===== src/hdl/cdq_pkg.sv =====
// Shared constants, command and status codes, and payload types for the deque.
package cdq_pkg;

    localparam int DEPTH  = 8;
    localparam int DATA_W = 32;
    localparam int CMD_W  = 3;
    localparam int STAT_W = 2;

    // Command codes
    localparam logic [CMD_W-1:0] CMD_PUSH_FRONT = 3'd0;
    localparam logic [CMD_W-1:0] CMD_PUSH_REAR  = 3'd1;
    localparam logic [CMD_W-1:0] CMD_POP_FRONT  = 3'd2;
    localparam logic [CMD_W-1:0] CMD_POP_REAR   = 3'd3;
    localparam logic [CMD_W-1:0] CMD_PEEK_FRONT = 3'd4;
    localparam logic [CMD_W-1:0] CMD_PEEK_REAR  = 3'd5;

    // Status codes
    localparam logic [STAT_W-1:0] ST_DONE  = 2'd0;
    localparam logic [STAT_W-1:0] ST_FULL  = 2'd1;
    localparam logic [STAT_W-1:0] ST_EMPTY = 2'd2;

    typedef struct packed {
        logic [CMD_W-1:0]  command;
        logic [DATA_W-1:0] entry_value;
    } cdq_in_t;

    typedef struct packed {
        logic [DATA_W-1:0] data_out;
        logic [STAT_W-1:0] status;
        logic              is_empty_flag;
        logic              is_full_flag;
    } cdq_out_t;

    // Per-cycle control broadcast to every cell
    typedef struct packed {
        logic              shift_in;   // push at front: every cell takes its left neighbour
        logic              shift_out;  // pop at front: every cell takes its right neighbour
        logic              append;     // push at rear: first free cell loads the value
        logic              trim;       // pop at rear: last occupied cell empties
        logic [DATA_W-1:0] value;
    } cdq_ctrl_t;

endpackage


===== src/hdl/cdq_cell.sv =====
// One deque cell: a data word and its occupancy bit, linked to both neighbours.
module cdq_cell (
    input  logic                      aclk,
    input  logic                      aresetn,
    input  cdq_pkg::cdq_ctrl_t        ctrl,
    input  logic [cdq_pkg::DATA_W-1:0] left_data,
    input  logic                      left_occ,
    input  logic [cdq_pkg::DATA_W-1:0] right_data,
    input  logic                      right_occ,
    input  logic [cdq_pkg::DATA_W-1:0] rear_in,
    output logic [cdq_pkg::DATA_W-1:0] data_q,
    output logic                      occ_q,
    output logic [cdq_pkg::DATA_W-1:0] rear_out
);

    logic [cdq_pkg::DATA_W-1:0] data_reg, data_next;
    logic                       occ_reg, occ_next;

    // Pick the next content from the broadcast operation and the neighbours
    always_comb begin
        data_next = data_reg;
        occ_next  = occ_reg;
        if (ctrl.shift_in) begin
            data_next = left_data;
            occ_next  = left_occ;
        end else if (ctrl.shift_out) begin
            data_next = right_data;
            occ_next  = right_occ;
        end else if (ctrl.append && !occ_reg && left_occ) begin
            data_next = ctrl.value;
            occ_next  = 1'b1;
        end else if (ctrl.trim && occ_reg && !right_occ) begin
            occ_next  = 1'b0;
        end
    end

    // Clear occupancy under reset; data needs none
    always_ff @(posedge aclk) begin
        if (!aresetn) begin
            occ_reg <= 1'b0;
        end else begin
            occ_reg <= occ_next;
        end
        data_reg <= data_next;
    end

    // Pass the rear word towards the head of the row
    assign rear_out = (occ_reg && !right_occ) ? data_reg : rear_in;
    assign data_q   = data_reg;
    assign occ_q    = occ_reg;

endmodule


===== src/hdl/circular_deque.sv =====
// Deque of data words built as a row of shifting cells, with a registered result.
// The result of a request is written into the output register when the request is accepted.
// Throughput: one request per cycle unless the result side stalls; every cell updates in parallel from its neighbours.
// A new request is taken whenever the result register is empty or being drained.
// Reset (synchronous, active low) empties the deque and the result register;
// stored words are not cleared and are never read before being written.
module circular_deque (
    input  logic             aclk,
    input  logic             aresetn,
    input  logic             s_valid,
    output logic             s_ready,
    input  cdq_pkg::cdq_in_t s_payload,
    output logic             m_valid,
    input  logic             m_ready,
    output cdq_pkg::cdq_out_t m_payload
);

    localparam int N = cdq_pkg::DEPTH;

    logic [cdq_pkg::DATA_W-1:0] cell_data [N];
    logic [cdq_pkg::DATA_W-1:0] cell_rear [N];
    logic [N-1:0]               cell_occ;

    cdq_pkg::cdq_ctrl_t ctrl;
    cdq_pkg::cdq_out_t  res;
    cdq_pkg::cdq_out_t  m_payload_reg;
    logic               m_valid_reg;
    logic               accept;
    logic               is_empty, is_full;

    assign s_ready  = !m_valid_reg || m_ready;
    assign accept   = s_valid && s_ready;
    assign is_empty = !cell_occ[0];
    assign is_full  = cell_occ[N-1];

    // Build the row of cells
    for (genvar i = 0; i < N; i++) begin : g_cell
        logic [cdq_pkg::DATA_W-1:0] l_data, r_data, r_rear;
        logic                       l_occ, r_occ;
        if (i == 0) begin : g_head
            assign l_data = s_payload.entry_value;
            assign l_occ  = 1'b1;
        end else begin : g_mid_l
            assign l_data = cell_data[i-1];
            assign l_occ  = cell_occ[i-1];
        end
        if (i == N-1) begin : g_tail
            assign r_data = '0;
            assign r_occ  = 1'b0;
            assign r_rear = '0;
        end else begin : g_mid_r
            assign r_data = cell_data[i+1];
            assign r_occ  = cell_occ[i+1];
            assign r_rear = cell_rear[i+1];
        end
        cdq_cell u_cell (
            .aclk       (aclk),
            .aresetn    (aresetn),
            .ctrl       (ctrl),
            .left_data  (l_data),
            .left_occ   (l_occ),
            .right_data (r_data),
            .right_occ  (r_occ),
            .rear_in    (r_rear),
            .data_q     (cell_data[i]),
            .occ_q      (cell_occ[i]),
            .rear_out   (cell_rear[i])
        );
    end

    // Decode the request into cell control and the result word
    always_comb begin
        ctrl                = '0;
        ctrl.value          = s_payload.entry_value;
        res.data_out        = '0;
        res.status          = cdq_pkg::ST_DONE;
        res.is_empty_flag   = is_empty;
        res.is_full_flag    = is_full;
        unique case (s_payload.command) inside
            cdq_pkg::CMD_PUSH_FRONT, cdq_pkg::CMD_PUSH_REAR: begin
                if (is_full) begin
                    res.status = cdq_pkg::ST_FULL;
                end else begin
                    ctrl.shift_in     = accept && (s_payload.command == cdq_pkg::CMD_PUSH_FRONT);
                    ctrl.append       = accept && (s_payload.command == cdq_pkg::CMD_PUSH_REAR);
                    res.is_empty_flag = 1'b0;
                    res.is_full_flag  = cell_occ[N-2];
                end
            end
            cdq_pkg::CMD_POP_FRONT, cdq_pkg::CMD_POP_REAR: begin
                if (is_empty) begin
                    res.status = cdq_pkg::ST_EMPTY;
                end else begin
                    ctrl.shift_out    = accept && (s_payload.command == cdq_pkg::CMD_POP_FRONT);
                    ctrl.trim         = accept && (s_payload.command == cdq_pkg::CMD_POP_REAR);
                    res.data_out      = (s_payload.command == cdq_pkg::CMD_POP_FRONT) ?
                                        cell_data[0] : cell_rear[0];
                    res.is_empty_flag = !cell_occ[1];
                    res.is_full_flag  = 1'b0;
                end
            end
            cdq_pkg::CMD_PEEK_FRONT, cdq_pkg::CMD_PEEK_REAR: begin
                if (is_empty) begin
                    res.status = cdq_pkg::ST_EMPTY;
                end else begin
                    res.data_out = (s_payload.command == cdq_pkg::CMD_PEEK_FRONT) ?
                                   cell_data[0] : cell_rear[0];
                end
            end
            default: begin
                res.status = cdq_pkg::ST_DONE;
            end
        endcase
    end

    // Hold the result until the downstream side takes it
    always_ff @(posedge aclk) begin
        if (!aresetn) begin
            m_valid_reg <= 1'b0;
        end else if (accept) begin
            m_valid_reg <= 1'b1;
        end else if (m_ready) begin
            m_valid_reg <= 1'b0;
        end
        if (accept) begin
            m_payload_reg <= res;
        end
    end

    assign m_valid   = m_valid_reg;
    assign m_payload = m_payload_reg;

endmodule


===== config.mk =====
export PLATFORM = sky130hd
export DESIGN_NAME = circular_deque
export DESIGN_NICKNAME = d
export VERILOG_FILES = /design/src/hdl/cdq_pkg.sv /design/src/hdl/cdq_cell.sv /design/src/hdl/circular_deque.sv
export SDC_FILE = /design/constraint.sdc
export NUM_CORES = 1
export LEC_CHECK = 0
export ABC_AREA = 1
export BUFFER_PORTS_ARGS = -buffer_cell sky130_fd_sc_hd__buf_4
export CAP_MARGIN = 20
export CORE_MARGIN = 2
export CORE_UTILIZATION = 55
export DETAILED_ROUTE_END_ITERATION = 12
export PLACE_DENSITY = 0.78
export RECOVER_POWER = 50
export SYNTH_ARGS = -nofsm -noshare
export SYNTH_HDL_FRONTEND = slang
export SYNTH_SLANG_ARGS = --single-unit

===== constraint.sdc =====
create_clock -name aclk -period 7.2 [get_ports aclk]
set_clock_uncertainty 0.15 [all_clocks]
set_input_delay 0.72 -clock aclk [delete_from_list [all_inputs] [get_ports aclk]]
set_output_delay 0.72 -clock aclk [all_outputs]
set_load 0.02 [all_outputs]

==> impl_metrics.ini <==
[clocking]
cts_tree = done
cts_resized = 0
clk-insertion-delay-late_ps = 520
clock_sinks = 301
hold_buffers = 0
path_clk_slew_ps = 60
htree_levels = 2
cts_buffers = 34
ctsRootBufferMaster = clkbuf_16
post_cts_buffers = 0
clockBufferDepth = 3

[placed_design]
place_congestion = 0.825
dpl.hpwl_um = 24500
port_buffers = 76

[logic_synthesis]
yosysSeqAreaShare_pct = 56.4
synth_edf_count = 292
syn_nets = 1874
yosys_warnings = 0
synth_top_flop_cell = edfxtp_1
synth_seq_cells = 301
synth_top_area_share_pct = 55.2
synth_area_mm2 = 0.0159
synth-async-reset-ratio_pct = 0
synth.most_common_cell = nand2_1
avgSynthCellArea_um2 = 8.65
synth.cells.most_frequent = nand2_1, edfxtp_1, inv_1
yosys.area.top_type = edfxtp_1
synth_area_leaders = edfxtp_1, nand2_1, a22oi_1
yosysUniqueCellTypes = 26
syn_inst = 1835

[timing]
rsz0062_at_grt = no
setup_violations = 0
tightest_slew_ps = 2310
hold_viol = 0
drv_slew = 154
tns_ps = 0
fin_crit_sh_pct = 77.2
fin_crit_ps = 5560
relSlewSlack_pct = -54.3
max_freq_ghz = 0.180

[power]
p_leak_nw = 7.10
ir_drop_mv = 0.187
p_per_area_mw_per_mm2 = 232
p_total_mw = 4.07

[worst_setup_path]
critPathKind = flip-flop to flip-flop
start_kind = flip-flop
regToRegStartpoint = g_cell[6].u_cell.occ_q
end_kind = flip-flop
critPathRequiredTime_ps = 7120
reg2regPathDepth = 8
startpoint = g_cell[6].u_cell.occ_q
crit_arrival_ps = 5480
path_max_fanout = 37

[global_routing]
antenna_found_initial = 0
grt_pass1_wl_um = 70100
grt_max_degree = 200
grt_use_total_pct = 29.1
grt_pass1_vias = 12953
grt_overflow = 0

[floorplanning]
initial_utilization_pct = 55.6
die_area_mm2 = 0.0302
pin_count = 77
std_cell_rows = 62
die_x_um = 174
die_h_um = 174
core_mm2 = 0.0285

[min_path]
hold_start = s_payload[11]
hold_depth = 3
hp-class = primary input to flip-flop

[outcome]
violations = capacitance limit, slew limit
outcome = finished with violations

[finish]
diodes = 0
final_nets = 1902
largest_register_ffs = 256
syn2layout_area_growth_pct = 10.3
drive_above_1_share_pct = 6.10
regArea_mm2 = 0.00895
fillers = 2430
multi_input_area_mm2 = 0.00571

[drt]
drtPass1Iterations = 6
wl_per_cell_um = 19.6
first_iter_violations = 1880
routed_wl_um = 44500
ant_nets = 0
vias = 13554
via_per_inst = 5.98
drc = 0

[job]
max_cap_viol_count = 6
-- critical path: stages, from the launching register on --
cell and delay, ps:
dfxtp_1 290, buf_4 270, inv_1 1210, nand2_1 90
clkbuf_1 860, inv_1 270, nand2_1 160, nand2_1 120
clkbuf_1 1670
-- report_power, final --
part	internal (mW)	switching [mW]
clock	0.995	0.700
combinational	0.101	0.245
sequential	1.99	0.0353
-- cell type report --
type	count	area share (%)
Timing Repair Buffer	104	3.59
Tap cell	384	2.74
Clock buffer	40	5.11
Sequential cell	301	51.1
Clock inverter	17	0.950
Inverter	182	3.90
Multi-Input combinational cell	1240	32.6
-- metal layers --
metal  global-route usage (%)  vias to the layer above  part of all wire [%]  wire, um
met1                     40.1                     6304                    39     17400
met3                     5.33                      125                    11      4900
met5                        0                        -                     0         0
li1                         -                     6231                     -         -
met4                     11.5                        0                   3.5      1540
met2                     46.0                      894                    46     20600
-- worst paths after layout --
check	slack (ps)	end
setup / recovery	1640	g_cell[6].u_cell.data_q[3]
hold / removal	350	g_cell[0].u_cell.data_q[11]
setup reg to reg	1640	g_cell[6].u_cell.data_q[3]
hold reg to reg	420	g_cell[4].u_cell.data_q[19]
-- placed cells by master (no fill, tap or decap), types with 3 or more instances in the layout --
cell type / n
clkinv_2: 5
nand2_1: 720
buf_4: 58
inv_1: 178
clkbuf_16: 35
dfxtp_1: 7
o21ai_0: 53
nand3_1: 110
o21ai_1: 16
clkbuf_1: 49
nor2_1: 96
clkinv_1: 9
o211ai_1: 66
a21oi_1: 33
edfxtp_1: 292
bufinv_16: 3
nand4_1: 9
a22oi_1: 125
-- metrics by stage --
stage	instances	hold slack (ps)	util, %	instance area [um^2]	worst slack [ps]
6_report	2268	350	61.3	17500	1640
3_5_place_dp	2211	399	58.3	16700	2500
5_1_grt	2268	349	61.3	17500	1430
2_1_floorplan	1835	381	-	15900	3740
3_3_place_gp	2211	390	58.3	16700	2580
4_1_cts	2268	342	62.1	17700	2980
-- cells by family (layout without fill, tap and decap cells) --
logic type,Yosys count,in the layout,synth area share (%)
buffers and inverters,294,343,7.50
and+or+nand+nor,940,940,23.5
DFF,301,301,56.4
AOI/OAI and AO/OA,300,300,12.6
Power figures use the tool's default switching activity.
